`config.mk`:
```
export PLATFORM = sky130hd
export DESIGN_NAME = hmc_heap_ctrl
export DESIGN_NICKNAME = d
export VERILOG_FILES = /design/src/rtl/hmc_pkg.sv /design/src/rtl/hmc_heap_ctrl.sv
export VERILOG_INCLUDE_DIRS = /design/src /design/src/rtl
export SDC_FILE = /design/constraint.sdc
export NUM_CORES = 1
export LEC_CHECK = 0
export ABC_AREA = 0
export BUFFER_PORTS_ARGS = -buffer_cell sky130_fd_sc_hd__clkbuf_2
export CELL_PAD_IN_SITES_DETAIL_PLACEMENT = 1
export CELL_PAD_IN_SITES_GLOBAL_PLACEMENT = 2
export CORE_MARGIN = 3
export CORE_UTILIZATION = 25
export DETAILED_ROUTE_END_ITERATION = 12
export PLACE_DENSITY_LB_ADDON = 0.1
export SLEW_MARGIN = 20
export SYNTH_ARGS = -nofsm -noshare
export SYNTH_HDL_FRONTEND = slang
export SYNTH_SLANG_ARGS = --single-unit
```
`constraint.sdc`:
```
create_clock -name clock -period 9 [get_ports clock]
set_input_delay 1.8 -clock clock [delete_from_list [all_inputs] [get_ports clock]]
set_output_delay 1.8 -clock clock [all_outputs]
set_load 0.005 [all_outputs]
```
`src/rtl/assert_macros.svh`:
```
// Assertion helpers for the merge-cost block.
`ifndef ASSERT_MACROS_SVH
`define ASSERT_MACROS_SVH

`ifndef SYNTHESIS

// explicit clock and reset
`define HMC_ASSERT(lbl, clk, rst, prop, msg) \
   lbl: assert property (@(posedge clk) disable iff (rst) (prop)) else $error(msg);

// modules whose ports are named clock and reset
`define HMC_ASSERT_CR(lbl, prop, msg) \
   lbl: assert property (@(posedge clock) disable iff (reset) (prop)) else $error(msg);

`else

`define HMC_ASSERT(lbl, clk, rst, prop, msg)
`define HMC_ASSERT_CR(lbl, prop, msg)

`endif

`endif

```
`src/rtl/hmc_pkg.sv`:
```
`timescale 1ns / 1ps

package hmc_pkg;

   localparam int MAX_ITEMS   = 256;
   localparam int LENGTH_BITS = 32;

   localparam int STICK_W = 32;
   localparam int COST_W  = 48;
   localparam int ENTRY_W = COST_W;
   localparam int IDX_W   = $clog2(MAX_ITEMS);
   localparam int CNT_W   = $clog2(MAX_ITEMS + 1);
   localparam int USED_BITS = (LENGTH_BITS < STICK_W) ? LENGTH_BITS : STICK_W;

   typedef struct packed {
      logic [STICK_W-1:0] stick_length;
      logic               last_item;
   } req_word_type;

   typedef struct packed {
      logic [COST_W-1:0] total_cost;
      logic              overflow;
   } rsp_word_type;

   typedef struct packed {
      logic               we;
      logic [IDX_W-1:0]   waddr;
      logic [ENTRY_W-1:0] wdata;
      logic               re;
      logic [IDX_W-1:0]   raddr;
   } ram_req_type;

endpackage

```
`src/rtl/hmc_heap_ctrl.sv`:
```
`timescale 1ns / 1ps
`include "assert_macros.svh"

module hmc_heap_ctrl (
   input  logic                        clock,
   input  logic                        reset,
   input  logic                        req_valid,
   output logic                        req_ready,
   input  hmc_pkg::req_word_type       req_word,
   output logic                        res_valid,
   input  logic                        res_ready,
   output hmc_pkg::rsp_word_type       res_word,
   output hmc_pkg::ram_req_type        ram_req,
   input  logic [hmc_pkg::ENTRY_W-1:0] ram_rdata
);

   import hmc_pkg::*;

   localparam int LW = IDX_W + 2;

   typedef enum logic [3:0] {
      S_IDLE,
      S_PUSH_CHK,
      S_PUSH_CMP,
      S_PUSH_END,
      S_MERGE,
      S_POP_RD0,
      S_POP_RDL,
      S_POP_LAST,
      S_SIFT_CHK,
      S_SIFT_L,
      S_SIFT_R,
      S_POP_END,
      S_COST,
      S_EMIT
   } state_type;

   typedef enum logic [1:0] {
      CTX_LOAD,
      CTX_POP_A,
      CTX_POP_B,
      CTX_SUM
   } ctx_type;

   function automatic logic [COST_W-1:0] sat_add(input logic [COST_W-1:0] a,
                                                 input logic [COST_W-1:0] b);
      logic [COST_W:0] s;
      s = {1'b0, a} + {1'b0, b};
      return s[COST_W] ? {COST_W{1'b1}} : s[COST_W-1:0];
   endfunction

   state_type          state_ff, state_in;
   ctx_type            ctx_ff, ctx_in;
   logic [CNT_W-1:0]   count_ff, count_in;
   logic [COST_W-1:0]  cost_ff, cost_in;
   logic               ovf_ff, ovf_in;
   logic               last_ff, last_in;
   logic [IDX_W-1:0]   pos_ff, pos_in;
   logic [ENTRY_W-1:0] val_ff, val_in;
   logic [ENTRY_W-1:0] top_ff, top_in;
   logic [ENTRY_W-1:0] a_ff, a_in;
   logic [ENTRY_W-1:0] lval_ff, lval_in;

   logic [ENTRY_W-1:0] len;
   logic [IDX_W-1:0]   up_idx;
   logic [LW-1:0]      l_wide, r_wide, cnt_wide;
   logic               pick_r;
   logic [ENTRY_W-1:0] m_val;
   logic [IDX_W-1:0]   m_idx;

   assign len      = ENTRY_W'(req_word.stick_length[USED_BITS-1:0]);
   assign up_idx   = (pos_ff - 1'b1) >> 1;
   assign l_wide   = {1'b0, pos_ff, 1'b1};
   assign r_wide   = l_wide + 1'b1;
   assign cnt_wide = LW'(count_ff);

   // smaller child: left data is held in lval_ff when the right one is read
   assign pick_r = (state_ff == S_SIFT_R) && (ram_rdata < lval_ff);
   assign m_val  = ((state_ff == S_SIFT_R) && !pick_r) ? lval_ff : ram_rdata;
   assign m_idx  = pick_r ? r_wide[IDX_W-1:0] : l_wide[IDX_W-1:0];

   assign res_word.total_cost = cost_ff;
   assign res_word.overflow   = ovf_ff;

   always_comb begin
      state_in  = state_ff;
      ctx_in    = ctx_ff;
      count_in  = count_ff;
      cost_in   = cost_ff;
      ovf_in    = ovf_ff;
      last_in   = last_ff;
      pos_in    = pos_ff;
      val_in    = val_ff;
      top_in    = top_ff;
      a_in      = a_ff;
      lval_in   = lval_ff;
      ram_req   = '0;
      req_ready = 1'b0;
      res_valid = 1'b0;

      case (state_ff)
         S_IDLE: begin
            req_ready = 1'b1;
            if (req_valid) begin
               last_in = req_word.last_item;
               if (count_ff < CNT_W'(MAX_ITEMS)) begin
                  pos_in   = count_ff[IDX_W-1:0];
                  count_in = count_ff + 1'b1;
                  val_in   = len;
                  ctx_in   = CTX_LOAD;
                  state_in = S_PUSH_CHK;
               end else begin
                  // heap full: word dropped
                  ovf_in   = 1'b1;
                  state_in = req_word.last_item ? S_MERGE : S_IDLE;
               end
            end
         end

         S_PUSH_CHK: begin
            if (pos_ff == '0) begin
               ram_req.we    = 1'b1;
               ram_req.waddr = pos_ff;
               ram_req.wdata = val_ff;
               state_in      = S_PUSH_END;
            end else begin
               ram_req.re    = 1'b1;
               ram_req.raddr = up_idx;
               state_in      = S_PUSH_CMP;
            end
         end

         S_PUSH_CMP: begin
            ram_req.we    = 1'b1;
            ram_req.waddr = pos_ff;
            if (ram_rdata <= val_ff) begin
               ram_req.wdata = val_ff;
               state_in      = S_PUSH_END;
            end else begin
               ram_req.wdata = ram_rdata;
               pos_in        = up_idx;
               state_in      = S_PUSH_CHK;
            end
         end

         S_PUSH_END: begin
            state_in = ((ctx_ff == CTX_LOAD) && !last_ff) ? S_IDLE : S_MERGE;
         end

         S_MERGE: begin
            if (count_ff > CNT_W'(1)) begin
               ctx_in   = CTX_POP_A;
               state_in = S_POP_RD0;
            end else begin
               state_in = S_EMIT;
            end
         end

         S_POP_RD0: begin
            ram_req.re    = 1'b1;
            ram_req.raddr = '0;
            state_in      = S_POP_RDL;
         end

         S_POP_RDL: begin
            top_in        = ram_rdata;
            ram_req.re    = 1'b1;
            ram_req.raddr = IDX_W'(count_ff - 1'b1);
            count_in      = count_ff - 1'b1;
            pos_in        = '0;
            state_in      = S_POP_LAST;
         end

         S_POP_LAST: begin
            val_in   = ram_rdata;
            state_in = S_SIFT_CHK;
         end

         S_SIFT_CHK: begin
            if (l_wide >= cnt_wide) begin
               if (count_ff != '0) begin
                  ram_req.we    = 1'b1;
                  ram_req.waddr = pos_ff;
                  ram_req.wdata = val_ff;
               end
               state_in = S_POP_END;
            end else begin
               ram_req.re    = 1'b1;
               ram_req.raddr = l_wide[IDX_W-1:0];
               state_in      = S_SIFT_L;
            end
         end

         S_SIFT_L, S_SIFT_R: begin
            if ((state_ff == S_SIFT_L) && (r_wide < cnt_wide)) begin
               lval_in       = ram_rdata;
               ram_req.re    = 1'b1;
               ram_req.raddr = r_wide[IDX_W-1:0];
               state_in      = S_SIFT_R;
            end else begin
               ram_req.we    = 1'b1;
               ram_req.waddr = pos_ff;
               if (m_val >= val_ff) begin
                  ram_req.wdata = val_ff;
                  state_in      = S_POP_END;
               end else begin
                  ram_req.wdata = m_val;
                  pos_in        = m_idx;
                  state_in      = S_SIFT_CHK;
               end
            end
         end

         S_POP_END: begin
            if (ctx_ff == CTX_POP_A) begin
               a_in     = top_ff;
               ctx_in   = CTX_POP_B;
               state_in = S_POP_RD0;
            end else begin
               val_in   = sat_add(a_ff, top_ff);
               state_in = S_COST;
            end
         end

         S_COST: begin
            cost_in  = sat_add(cost_ff, val_ff);
            pos_in   = count_ff[IDX_W-1:0];
            count_in = count_ff + 1'b1;
            ctx_in   = CTX_SUM;
            state_in = S_PUSH_CHK;
         end

         S_EMIT: begin
            res_valid = 1'b1;
            if (res_ready) begin
               count_in = '0;
               cost_in  = '0;
               ovf_in   = 1'b0;
               state_in = S_IDLE;
            end
         end

         default: begin
            state_in = S_IDLE;
         end
      endcase
   end

   always_ff @(posedge clock) begin
      if (reset) begin
         state_ff <= S_IDLE;
         ctx_ff   <= CTX_LOAD;
         count_ff <= '0;
         cost_ff  <= '0;
         ovf_ff   <= 1'b0;
         last_ff  <= 1'b0;
      end else begin
         state_ff <= state_in;
         ctx_ff   <= ctx_in;
         count_ff <= count_in;
         cost_ff  <= cost_in;
         ovf_ff   <= ovf_in;
         last_ff  <= last_in;
      end
      pos_ff  <= pos_in;
      val_ff  <= val_in;
      top_ff  <= top_in;
      a_ff    <= a_in;
      lval_ff <= lval_in;
   end

   `HMC_ASSERT_CR(a_count_range, count_ff <= CNT_W'(MAX_ITEMS), "heap count above capacity")
   `HMC_ASSERT_CR(a_wr_in_heap, ram_req.we |-> (CNT_W'(ram_req.waddr) < count_ff), "write outside heap")
   `HMC_ASSERT_CR(a_rd_in_heap, ram_req.re |-> (CNT_W'(ram_req.raddr) < count_ff), "read outside heap")
   `HMC_ASSERT(a_no_rw_same, clock, reset, !(ram_req.we && ram_req.re), "read and write in one cycle")

endmodule

```
==> results of run 1 <==
-- path summary, 6_finish.rpt --
| check | from | end | slack (ns) | cells past startpoint |
|---|---|---|---|---|
| worst max-delay path | ram_rdata[21] | ram_req[12] | 0.21 | 27 |
| worst max register to register | lval_ff[37]$_DFFE_PP_ | pos_ff[5]$_DFFE_PP_ | 3.29 | 25 |
| worst min-delay path | top_ff[0]$_DFFE_PP_ | a_ff[0]$_DFFE_PP_ | 0.44 | 0 |
| worst min register to register | top_ff[0]$_DFFE_PP_ | a_ff[0]$_DFFE_PP_ | 0.44 | 0 |
-- per-stage QoR --
step / hold slack, ns / util (%)
CTS: 0.452 / 30.2
global placement: 0.438 / 28.5
finish: 0.444 / 30.7
detailed placement: 0.444 / 28.6
global route: 0.453 / 30.7
floorplan: 0.432 / -
-- timing repair --
| item | in CTS | in global routing |
|---|---|---|
| endpoints found under the setup margin | 48 | 48 |
| cloned | 0 | 10 |
| setup buffers | 3 | 4 |
| hold buffers | 0 | 0 |
| gates resized for setup | 16 | 49 |
| pin swaps | 4 | 14 |
-- power by group through the flow --
stage,Clock (W),Sequential [W],Combinational (W)
6_report,0.00158,0.00189,0.00231
5_1_grt,0.00168,0.00191,0.00259
4_1_cts,0.00163,0.00190,0.00224
3_5_place_dp,0,0.00192,0.00222
3_3_place_gp,0,0.00192,0.00217
2_1_floorplan,0,0.00166,0.00148
-- placed cells by master (no fill, tap or decap), types with 46 or more instances in the layout --
cell and count:
sky130_fd_sc_hd__xnor2_1 58, sky130_fd_sc_hd__nor2_1 103, sky130_fd_sc_hd__nand2_1 205, sky130_fd_sc_hd__xor2_1 46, sky130_fd_sc_hd__clkbuf_2 200, sky130_fd_sc_hd__edfxtp_1 200, sky130_fd_sc_hd__buf_4 86, sky130_fd_sc_hd__clkbuf_16 46
sky130_fd_sc_hd__dfxtp_1 65, sky130_fd_sc_hd__ha_1 255, sky130_fd_sc_hd__inv_1 148, sky130_fd_sc_hd__a21o_1 119, sky130_fd_sc_hd__mux2_2 46, sky130_fd_sc_hd__a221o_1 82, sky130_fd_sc_hd__nand4_1 57, sky130_fd_sc_hd__a21oi_1 213
sky130_fd_sc_hd__nor2b_1 50, sky130_fd_sc_hd__o21ai_0 124
-- routing by layer --
layer  GRT usage, %  up-vias  wire length [um]
li1               -     9193                 -
met1           27.3     9618             44200
met2           32.4      413             42600
met3           2.53      104              3480
met4           5.11        0              2790
met5              0        -                 0
-- sequential cells by signal, summed over array words and instances, names as in the netlist --
signal	flops
ovf_ff	1
last_ff	1
top_ff	48
cost_ff	48
pos_ff	8
lval_ff	48
count_ff	9
a_ff	48
ctx_ff	2
state_ff	4
val_ff	48
-- cells by family after synthesis --
kind of cell / synth area share, %
XOR/XNOR: 4.29
buffers and inverters: 4.94
multiplexers: 2.87
flip-flops: 34.4
AO/OA/AOI/OAI: 24.1
adder cells (fa/ha/maj): 15.6
AND/OR/NAND/NOR: 13.7
-- critical path: cells and delay by family --
| family | cells | cell delay, ns |
|---|---|---|
| buffers and inverters | 7 | 1.09 |
| AND/OR/NAND/NOR | 3 | 0.43 |
| multiplexers | 1 | 0.35 |
| AO/OA/AOI/OAI | 14 | 2.76 |
| adder cells (fa/ha/maj) | 2 | 0.50 |
-- final cells by class --
type | count | area share [%]
Sequential cell | 265 | 28.4
Antenna cell | 1 | 0.00973
Timing Repair Buffer | 308 | 7.86
Tap cell | 1134 | 5.52
Inverter | 151 | 2.20
Multi-Input combinational cell | 1795 | 51.0
Clock inverter | 18 | 0.768
Clock buffer | 53 | 4.20
==> impl_metrics.sql, run 1 <==
INSERT INTO impl_metrics (metric_group, metric, value, unit) VALUES
('sta', 'fmax', '114', 'MHz'),
('sta', 'timing.slew.headroom', '26.9', '%'),
('sta', 'setup-violations-final', '0', ''),
('pwr', 'clock_network_fraction_of_design_power', '27.3', '%'),
('cells_and_area', 'area.sequential', '0.00731', 'mm^2'),
('pwr', 'fin_total_pwr', '0.00578', 'W'),
('yosys', 'async_flop_share', '0', '%'),
('floorplan', 'fp-row-count', '106', ''),
('routing', 'route.detailed.drc', '0', ''),
('place', 'globalplace.congestion', '0.839', ''),
('cells_and_area', 'non_filler_cell_area_final', '0.0257', 'mm^2'),
('clock_tree', 'root_buffer', 'sky130_fd_sc_hd__clkbuf_16', ''),
('pwr', 'p_seq_share', '32.7', '%'),
('sta', 'final_min_period_over_clock_period', '97.7', '%'),
('critical_path', 'endpoint_arrival_time_on_the_critical_path', '6.99', 'ns'),
('routing', 'drtIter0Drc', '1078', ''),
('yosys', 'synth_common_cells', '261 x sky130_fd_sc_hd__ha_1, 223 x sky130_fd_sc_hd__a21oi_1, 207 x sky130_fd_sc_hd__nand2_1', ''),
('place', 'placement.setup.worst_slack', '-0.665', 'ns'),
('yosys', 'post_synthesis_cells', '2324', ''),
('cells_and_area', 'synthToLayoutAreaGrowth', '21.3', '%'),
('hold_path', 'min-delay-path-class', 'reg2reg', ''),
('floorplan', 'start_util', '25.3', '%'),
('yosys', 'synth_top_area_share', '28.3', '%'),
('cells_and_area', 'fillers', '9721', ''),
('clock_tree', 'htree_levels', '2', ''),
('floorplan', 'core_area', '0.0838', 'mm^2'),
('yosys', 'ys.flop_type', 'sky130_fd_sc_hd__edfxtp_1', ''),
('critical_path', 'cpPeakStageDelay', '0.35', 'ns'),
('floorplan', 'floorplan.die_area', '0.0884', 'mm^2'),
('routing', 'average_vias_per_placed_instance', '5.19', ''),
('routing', 'routed_wire_length_per_instance', '25.0', 'um'),
('sta', 'report.final.slew_viol_count', '0', ''),
('routing', 'drtPass1Iterations', '7', ''),
('critical_path', 'element_type_at_the_critical_path_start', 'input port', ''),
('sta', 'hold_viol', '0', ''),
('clock_tree', 'clk_pin_slew', '0.06', 'ns'),
('floorplan', 'die_w', '297', 'um'),
('routing', 'ant_nets', '0', ''),
('clock_tree', 'cts_buffers', '39', ''),
('clock_tree', 'cts_tree', 'done', ''),
('run_status', 'outcome', 'completed', ''),
('sta', 'fin_clk_skew', '0.0252', 'ns'),
('place', 'place.detailed.instances', '3637', ''),
('pwr', 'pwr-share-comb', '39.9', '%'),
('routing', 'detailroute.via_count', '19300', ''),
('pwr', 'net-switching-power', '0.00238', 'W'),
('critical_path', 'timing.critical_path.mode_cell', 'sky130_fd_sc_hd__a21o_1', ''),
('routing', 'route.final.wire_length', '93000', 'um'),
('global_route', 'grt_usage', '19.7', '%'),
('cells_and_area', 'total_area_of_multi_input_combinational_cells', '0.0131', 'mm^2'),
('cells_and_area', 'drive_gt1_share', '18.4', '%'),
('critical_path', 'cp_max_fanout', '6', ''),
('yosys', 'ys.warnings.count', '0', ''),
('yosys', 'synth_area_leader_cell', 'sky130_fd_sc_hd__edfxtp_1', ''),
('cells_and_area', 'fin_cells', '3725', ''),
('pwr', 'leakagePower', '11.2', 'nW'),
('yosys', 'number_of_distinct_standard_cells_referenced_by_the_synthesized_netlist', '79', ''),
('floorplan', 'ios', '202', ''),
('critical_path', 'critical_setup_path_class', 'in2out', ''),
('sta', 'actual_transition_at_the_worst_max_transition_pin', '1.10', 'ns'),
('clock_tree', 'clock_insertion_delay_worst_skew', '0.56', 'ns'),
('place', 'placed_area', '0.0240', 'mm^2'),
('pwr', 'internal-power', '0.00340', 'W'),
('place', 'hpwl', '69400', 'um'),
('yosys', 'syn_area', '0.0212', 'mm^2'),
('critical_path', 'cp_slowest_cell', 'sky130_fd_sc_hd__mux2_2', ''),
('pwr', 'max-vdd-ir-drop', '135', 'uV'),
('pwr', 'sw_frac_of_total', '41.1', '%'),
('floorplan', 'die-height', '297', 'um'),
('yosys', 'synth-edff-count', '200', ''),
('yosys', 'sequential_fraction_of_the_synthesis_area', '34.4', '%');
Power figures use the tool's default switching activity.
==> inputs of run 2 (changes only) <==
CORE_UTILIZATION = 38   (was 25)
PLACE_DENSITY_LB_ADDON = 0.08   (was 0.1)
==> run 2 against run 1 <==
Sequential power about the same. Non-clock buffer count fell by 24. Die area decreased by 34%. Fmax shrank 0.26%. Utilization rose by 14 points.
==> impl_metrics.sql, run 2 (synthesized netlist as in run 1, its figures left out) <==
INSERT INTO impl_metrics (metric_group, metric, value, unit) VALUES
('sta', 'hold_viol', '0', ''),
('floorplan', 'core_area', '0.0546', 'mm^2'),
('floorplan', 'ios', '202', ''),
('global_route', 'grt_usage', '26.4', '%'),
('sta', 'post_layout_minimum_cycle_time', '8.81', 'ns'),
('flow_run', 'maxCapViolations', '0', ''),
('pwr', 'leakagePower', '11.0', 'nW'),
('floorplan', 'start_util', '38.9', '%'),
('routing', 'detailroute.via_count', '19300', ''),
('cells_and_area', 'drive_gt1_share', '16.3', '%'),
('hold_path', 'worstHoldStart', 'ovf_ff$_SDFFE_PP0P_', ''),
('clock_tree', 'clock_insertion_delay_worst_skew', '0.55', 'ns'),
('routing', 'routed_wire_length_per_instance', '24.3', 'um'),
('clock_tree', 'htree_levels', '2', ''),
('sta', 'fin_clk_skew', '0.0180', 'ns'),
('place', 'globalplace.congestion', '0.901', ''),
('critical_path', 'endpoint_arrival_time_on_the_critical_path', '7.01', 'ns'),
('global_route', 'use_met2', '42.7', '%'),
('critical_path', 'critical_setup_path_class', 'in2out', ''),
('critical_path', 'element_type_at_the_critical_path_start', 'input port', ''),
('sta', 'rsz0062_at_grt', 'no', ''),
('global_route', 'number_of_antenna_violations_at_the_first_check_in_global_routing', '0', ''),
('clock_tree', 'clk_pin_slew', '0.05', 'ns'),
('place', 'hpwl', '61300', 'um'),
('sta', 'fmax', '113', 'MHz'),
('routing', 'average_vias_per_placed_instance', '5.87', ''),
('run_status', 'outcome', 'completed', ''),
('sta', 'setup-violations-final', '0', ''),
('clock_tree', 'cts_tree', 'done', ''),
('sta', 'report.final.slew_viol_count', '0', ''),
('critical_path', 'cp_max_fanout', '25', ''),
('clock_tree', 'cts.hold.buffers_added', '0', ''),
('critical_path', 'rr_startpoint', 'lval_ff[8]$_DFFE_PP_', ''),
('floorplan', 'fp-row-count', '85', ''),
('clock_tree', 'root_buffer', 'sky130_fd_sc_hd__clkbuf_16', ''),
('global_route', 'grt_most_used_layer', 'met2', ''),
('global_route', 'largest_net_degree_at_the_start_of_global_routing', '55', ''),
('critical_path', 'crit_path_start', 'ram_rdata[6]', ''),
('pwr', 'max-vdd-ir-drop', '127', 'uV'),
('routing', 'route.final.wire_length', '80000', 'um'),
('clock_tree', 'clock_path_buffers', '3', ''),
('sta', 'final_min_period_over_clock_period', '97.9', '%'),
('routing', 'ant_nets', '0', ''),
('cells_and_area', 'finalCoreUtilization', '45.1', '%'),
('global_route', 'grt_use_met3', '4.18', '%'),
('sta', 'timing.slew.headroom', '32.4', '%'),
('clock_tree', 'numClockSinks', '265', ''),
('cells_and_area', 'diodes', '0', ''),
('global_route', 'first_global_vias', '19800', ''),
('global_route', 'gr-usage-met1', '36.1', '%'),
('sta', 'hold_slack', '0.455', 'ns'),
('global_route', 'globalRouteOverflowTotal', '0', ''),
('cells_and_area', 'most_common_cell_after_layout_fill_and_taps_aside', 'sky130_fd_sc_hd__ha_1', ''),
('cells_and_area', 'synthToLayoutAreaGrowth', '16.0', '%'),
('floorplan', 'die_w', '242', 'um'),
('floorplan', 'die-height', '242', 'um'),
('cells_and_area', 'final_cell_mix', '261 x sky130_fd_sc_hd__ha_1, 220 x sky130_fd_sc_hd__a21oi_1, 206 x sky130_fd_sc_hd__nand2_1', ''),
('critical_path', 'critPathCaptureType', 'output pin', ''),
('floorplan', 'floorplan.die_area', '0.0587', 'mm^2'),
('place', 'place.port_buffers', '201', ''),
('routing', 'drtPass1Iterations', '4', ''),
('sta', 'actual_transition_at_the_worst_max_transition_pin', '1.01', 'ns'),
('hold_path', 'min-delay-path-class', 'reg2reg', ''),
('pwr', 'pwr_density_cell', '221', 'mW/mm^2'),
('routing', 'route.detailed.drc', '0', ''),
('critical_path', 'worst-endpoint-required', '7.20', 'ns'),
('critical_path', 'minimum_setup_slack_among_reg_to_reg_paths', '3.42', 'ns'),
('cells_and_area', 'final_nets', '2880', ''),
('clock_tree', 'cts_buffers', '36', ''),
('global_route', 'wire_length_of_the_first_global_routing_pass', '121000', 'um'),
('routing', 'drtIter0Drc', '1092', '');
-- run 2: final cells by class --
class	instances	area [um^2]
sequential	265	7310
clock inverter	10	98.8
timing repair buffer	284	1750
inverter	151	567
fill	6367	29900
multi-input combinational	1794	12900
clock buffer	52	1020
tap	739	925
-- run 2: worst max-delay path, cell delays in order --
cell and delay (ns):
sky130_fd_sc_hd__clkbuf_2 0.18, sky130_fd_sc_hd__ha_1 0.36, sky130_fd_sc_hd__and3_1 0.21, sky130_fd_sc_hd__a221oi_1 0.31, sky130_fd_sc_hd__o21ai_1 0.16, sky130_fd_sc_hd__a21oi_2 0.22
sky130_fd_sc_hd__buf_4 0.16, sky130_fd_sc_hd__a21oi_4 0.07, sky130_fd_sc_hd__o211ai_1 0.19, sky130_fd_sc_hd__buf_4 0.17, sky130_fd_sc_hd__buf_6 0.20, sky130_fd_sc_hd__mux2_2 0.40
sky130_fd_sc_hd__ha_1 0.30, sky130_fd_sc_hd__a21o_1 0.17, sky130_fd_sc_hd__a21o_1 0.17, sky130_fd_sc_hd__a21o_1 0.17, sky130_fd_sc_hd__a211oi_1 0.24, sky130_fd_sc_hd__o21bai_1 0.11
sky130_fd_sc_hd__a21oi_1 0.12, sky130_fd_sc_hd__buf_4 0.14, sky130_fd_sc_hd__o21bai_1 0.11, sky130_fd_sc_hd__nand2b_2 0.25, sky130_fd_sc_hd__buf_12 0.21, sky130_fd_sc_hd__nor2b_1 0.30
sky130_fd_sc_hd__a221o_1 0.16, sky130_fd_sc_hd__clkbuf_2 0.10
-- run 2: per-layer routing --
layer	share of wire (%)	vias up
met5	0	-
met2	46	443
met3	5.0	108
met4	3.0	0
met1	46	9654
li1	-	9121
-- run 2: power breakdown --
| group | leakage, nW | switching [W] | internal, W |
|---|---|---|---|
| Sequential | 2.37 | 0.000340 | 0.00154 |
| Clock | 0.548 | 0.000566 | 0.000842 |
| Combinational | 8.07 | 0.00131 | 0.000851 |
-- run 2: metrics by stage --
step / power, W / area, um^2 / setup TNS [ns] / std cells / worst slack, ns
6_report: 0.00545 / 24600 / 0 / 3295 / 0.188
5_1_grt: 0.00581 / 24600 / 0 / 3295 / 0.0104
4_1_cts: 0.00546 / 24400 / 0 / 3278 / 0.0371
3_5_place_dp: 0.00402 / 23200 / -13.86 / 3216 / -0.324
3_3_place_gp: 0.00395 / 23200 / -4.43 / 3216 / -0.177
2_1_floorplan: 0.00313 / 21200 / 0 / 2324 / 1.21
-- run 2: path summary, 6_finish.rpt --
kind / cells after the start / endpoint
max reg2reg: 24 / pos_ff[1]$_DFFE_PP_
min reg2reg: 2 / ovf_ff$_SDFFE_PP0P_
min: 2 / ovf_ff$_SDFFE_PP0P_
max: 26 / ram_req[32]
-- run 2: repair_timing --
action / in CTS / in global routing
resized for setup: 3 / 16
setup endpoints to repair: 48 / 48
buffers inserted: 0 / 13
pin swaps: 0 / 2
gates cloned: 0 / 2
==> inputs of run 3 (changes only) <==
--- a/config.mk
+++ b/config.mk
@@ -14,5 +14,5 @@
 export CORE_UTILIZATION = 38
 export DETAILED_ROUTE_END_ITERATION = 12
-export PLACE_DENSITY_LB_ADDON = 0.08
+export PLACE_DENSITY = 0.89
 export SLEW_MARGIN = 20
 export SYNTH_ARGS = -nofsm -noshare
==> constraint.sdc (replaced) <==
create_clock -name clock -period 9 [get_ports clock]
set_input_delay 1.35 -clock clock [delete_from_list [all_inputs] [get_ports clock]]
set_output_delay 1.35 -clock clock [all_outputs]
set_load 0.005 [all_outputs]
==> run 3 against run 2 <==
Count of clock-buffer cells in the layout down 4. Global-route usage up 0.21 points. Largest cell class unchanged. Final area down 2.3%. Register-to-register slack worse by 0.79 ns.
==> impl_metrics.sql, run 3 (synthesized netlist as in run 1, its figures left out) <==
INSERT INTO impl_metrics (metric_group, metric, value, unit) VALUES
('run_status', 'outcome', 'completed', ''),
('global_route', 'grt_usage', '26.6', '%'),
('pwr', 'fin_total_pwr', '0.00547', 'W'),
('routing', 'detailroute.via_count', '19500', ''),
('place', 'globalplace.congestion', '0.928', ''),
('clock_tree', 'cts.hold.buffers_added', '0', ''),
('hold_path', 'min-delay-path-class', 'reg2reg', ''),
('clock_tree', 'clk_pin_slew', '0.06', 'ns'),
('clock_tree', 'cts_buffers', '36', ''),
('clock_tree', 'cts_tree', 'done', ''),
('global_route', 'globalRouteOverflowTotal', '0', ''),
('global_route', 'largest_net_degree_at_the_start_of_global_routing', '55', ''),
('cells_and_area', 'diodes', '0', ''),
('floorplan', 'core_area', '0.0546', 'mm^2'),
('global_route', 'wire_length_of_the_first_global_routing_pass', '123000', 'um'),
('routing', 'drtIter0Drc', '1368', ''),
('critical_path', 'crit_path_start', 'ram_rdata[45]', ''),
('critical_path', 'rr_startpoint', 'lval_ff[45]$_DFFE_PP_', ''),
('floorplan', 'floorplan.die_area', '0.0587', 'mm^2'),
('critical_path', 'regToRegEndpoint', 'pos_ff[2]$_DFFE_PP_', ''),
('routing', 'drtPass1Iterations', '5', ''),
('routing', 'ant_nets', '0', ''),
('routing', 'route.final.wire_length', '80300', 'um'),
('critical_path', 'cp-endpoint', 'ram_req[18]', ''),
('global_route', 'number_of_antenna_violations_at_the_first_check_in_global_routing', '0', ''),
('clock_tree', 'numClockSinks', '265', ''),
('floorplan', 'die_w', '242', 'um'),
('sta', 'hold_viol', '0', ''),
('critical_path', 'critical_setup_path_class', 'in2out', ''),
('critical_path', 'critPathCaptureType', 'output pin', ''),
('clock_tree', 'clock_insertion_delay_worst_skew', '0.56', 'ns'),
('critical_path', 'cp_max_fanout', '48', ''),
('place', 'place.port_buffers', '201', ''),
('cells_and_area', 'final_cell_mix', '261 x sky130_fd_sc_hd__ha_1, 221 x sky130_fd_sc_hd__a21oi_1, 206 x sky130_fd_sc_hd__nand2_1', ''),
('critical_path', 'element_type_at_the_critical_path_start', 'input port', ''),
('sta', 'hold_slack', '0.456', 'ns'),
('critical_path', 'endpoint_arrival_time_on_the_critical_path', '7.39', 'ns'),
('cells_and_area', 'most_common_cell_after_layout_fill_and_taps_aside', 'sky130_fd_sc_hd__ha_1', ''),
('routing', 'routed_wire_length_per_instance', '24.8', 'um'),
('clock_tree', 'htree_levels', '2', ''),
('floorplan', 'ios', '202', ''),
('routing', 'average_vias_per_placed_instance', '6.03', ''),
('pwr', 'pwr_density_cell', '227', 'mW/mm^2'),
('cells_and_area', 'synthToLayoutAreaGrowth', '13.3', '%'),
('sta', 'actual_transition_at_the_worst_max_transition_pin', '1.00', 'ns'),
('sta', 'post_layout_minimum_cycle_time', '8.74', 'ns'),
('sta', 'timing.slew.headroom', '33.0', '%'),
('sta', 'rsz0062_at_grt', 'no', ''),
('cells_and_area', 'final_nets', '2817', ''),
('critical_path', 'minimum_setup_slack_among_reg_to_reg_paths', '2.63', 'ns'),
('sta', 'setup_tns', '0', 'ns'),
('sta', 'fmax', '114', 'MHz'),
('floorplan', 'fp-row-count', '85', ''),
('pwr', 'max-vdd-ir-drop', '113', 'uV'),
('sta', 'fin_clk_skew', '0.0168', 'ns'),
('flow_run', 'maxCapViolations', '0', ''),
('place', 'place.detailed.instances', '3169', ''),
('critical_path', 'reg2reg_depth', '21', ''),
('global_route', 'first_global_vias', '20200', ''),
('floorplan', 'die-height', '242', 'um'),
('routing', 'route.detailed.drc', '0', ''),
('sta', 'final_min_period_over_clock_period', '97.1', '%'),
('critical_path', 'worst-endpoint-required', '7.65', 'ns'),
('floorplan', 'start_util', '38.9', '%'),
('cells_and_area', 'fin_cells', '3236', ''),
('place', 'hpwl', '61200', 'um'),
('pwr', 'leakagePower', '10.6', 'nW'),
('clock_tree', 'root_buffer', 'sky130_fd_sc_hd__clkbuf_16', ''),
('sta', 'setup-violations-final', '0', ''),
('clock_tree', 'clock_path_buffers', '3', ''),
('cells_and_area', 'drive_gt1_share', '14.3', '%'),
('sta', 'report.final.slew_viol_count', '0', '');
-- run 3: cell count changes in the layout (fill, tap and decap cells not counted), moves of 3 or more --
cell                         previous run  this run
sky130_fd_sc_hd__buf_6                  6         0
sky130_fd_sc_hd__clkbuf_8               4         1
sky130_fd_sc_hd__clkinv_1               5         2
sky130_fd_sc_hd__buf_12                 5         2
sky130_fd_sc_hd__buf_4                 68        18
sky130_fd_sc_hd__clkinvlp_4             0         8
-- run 3: worst min path at each step --
stage                                     from             endpoint  cells after the start
after floorplan            ovf_ff$_SDFFE_PP0P_  ovf_ff$_SDFFE_PP0P_                      2
after global placement    top_ff[12]$_DFFE_PP_   a_ff[12]$_DFFE_PP_                      0
after detailed placement  top_ff[10]$_DFFE_PP_   a_ff[10]$_DFFE_PP_                      0
after CTS                 top_ff[27]$_DFFE_PP_   a_ff[27]$_DFFE_PP_                      0
after global routing      top_ff[10]$_DFFE_PP_   a_ff[10]$_DFFE_PP_                      0
final                     top_ff[27]$_DFFE_PP_   a_ff[27]$_DFFE_PP_                      0
-- run 3: critical path, cell delays in order --
cell                        delay [ns]
sky130_fd_sc_hd__clkbuf_2         0.15
sky130_fd_sc_hd__ha_1             0.33
sky130_fd_sc_hd__a21o_1           0.16
sky130_fd_sc_hd__a21o_1           0.17
sky130_fd_sc_hd__a21oi_1          0.29
sky130_fd_sc_hd__o21ai_0          0.25
sky130_fd_sc_hd__a21oi_1          0.34
sky130_fd_sc_hd__o21ai_0          0.32
sky130_fd_sc_hd__o211ai_1         0.25
sky130_fd_sc_hd__buf_4            0.16
sky130_fd_sc_hd__buf_12           0.26
sky130_fd_sc_hd__mux2_2           0.45
sky130_fd_sc_hd__ha_1             0.32
sky130_fd_sc_hd__nand4_1          0.12
sky130_fd_sc_hd__a2111oi_1        0.63
sky130_fd_sc_hd__a21oi_4          0.21
sky130_fd_sc_hd__o21bai_1         0.50
sky130_fd_sc_hd__nand2b_2         0.25
sky130_fd_sc_hd__buf_12           0.27
sky130_fd_sc_hd__nor2b_1          0.09
sky130_fd_sc_hd__a221o_1          0.29
sky130_fd_sc_hd__clkbuf_2         0.12
-- run 3: power by group --
group | leakage (nW) | switching, W | total [W] | internal (W)
clock network | 0.535 | 0.000602 | 0.00143 | 0.000828
logic | 7.72 | 0.00132 | 0.00214 | 0.000819
registers | 2.37 | 0.000356 | 0.00190 | 0.00154
total | 10.6 | 0.00228 | 0.00547 | 0.00319
-- run 3: metal layers --
layer  wire, um  global-route usage (%)  vias to the layer above
li1           -                       -                     9002
met1      36500                    36.6                     9755
met2      36800                    43.6                      613
met3       4690                    3.56                      131
met4       2370                    8.06                        0
met5          0                       0                        -
-- run 3: repair_timing --
action / CTS / global route
gates resized for setup: 1 / 5
setup endpoints to repair: 48 / 48
pin swaps: 0 / 1
setup buffers: 0 / 1
-- run 3: layout make-up --
| cell class | instances | area (um^2) |
|---|---|---|
| clock inverters | 18 | 166 |
| flip-flops and latches | 265 | 7310 |
| multi-input cells | 1794 | 12900 |
| clock buffers | 48 | 977 |
| inverters | 151 | 567 |
| repair buffers | 221 | 1180 |
| fillers | 6345 | 30500 |
| well taps | 739 | 925 |
-- run 3: through the flow --
stage	utilization (%)	worst slack, ns	cell area [um^2]
2_1_floorplan	-	2.11	21200
3_3_place_gp	41.9	-0.163	22900
3_5_place_dp	41.9	-0.313	22900
4_1_cts	44.0	0.00767	24000
5_1_grt	44.1	0.00611	24000
6_report	44.1	0.257	24000
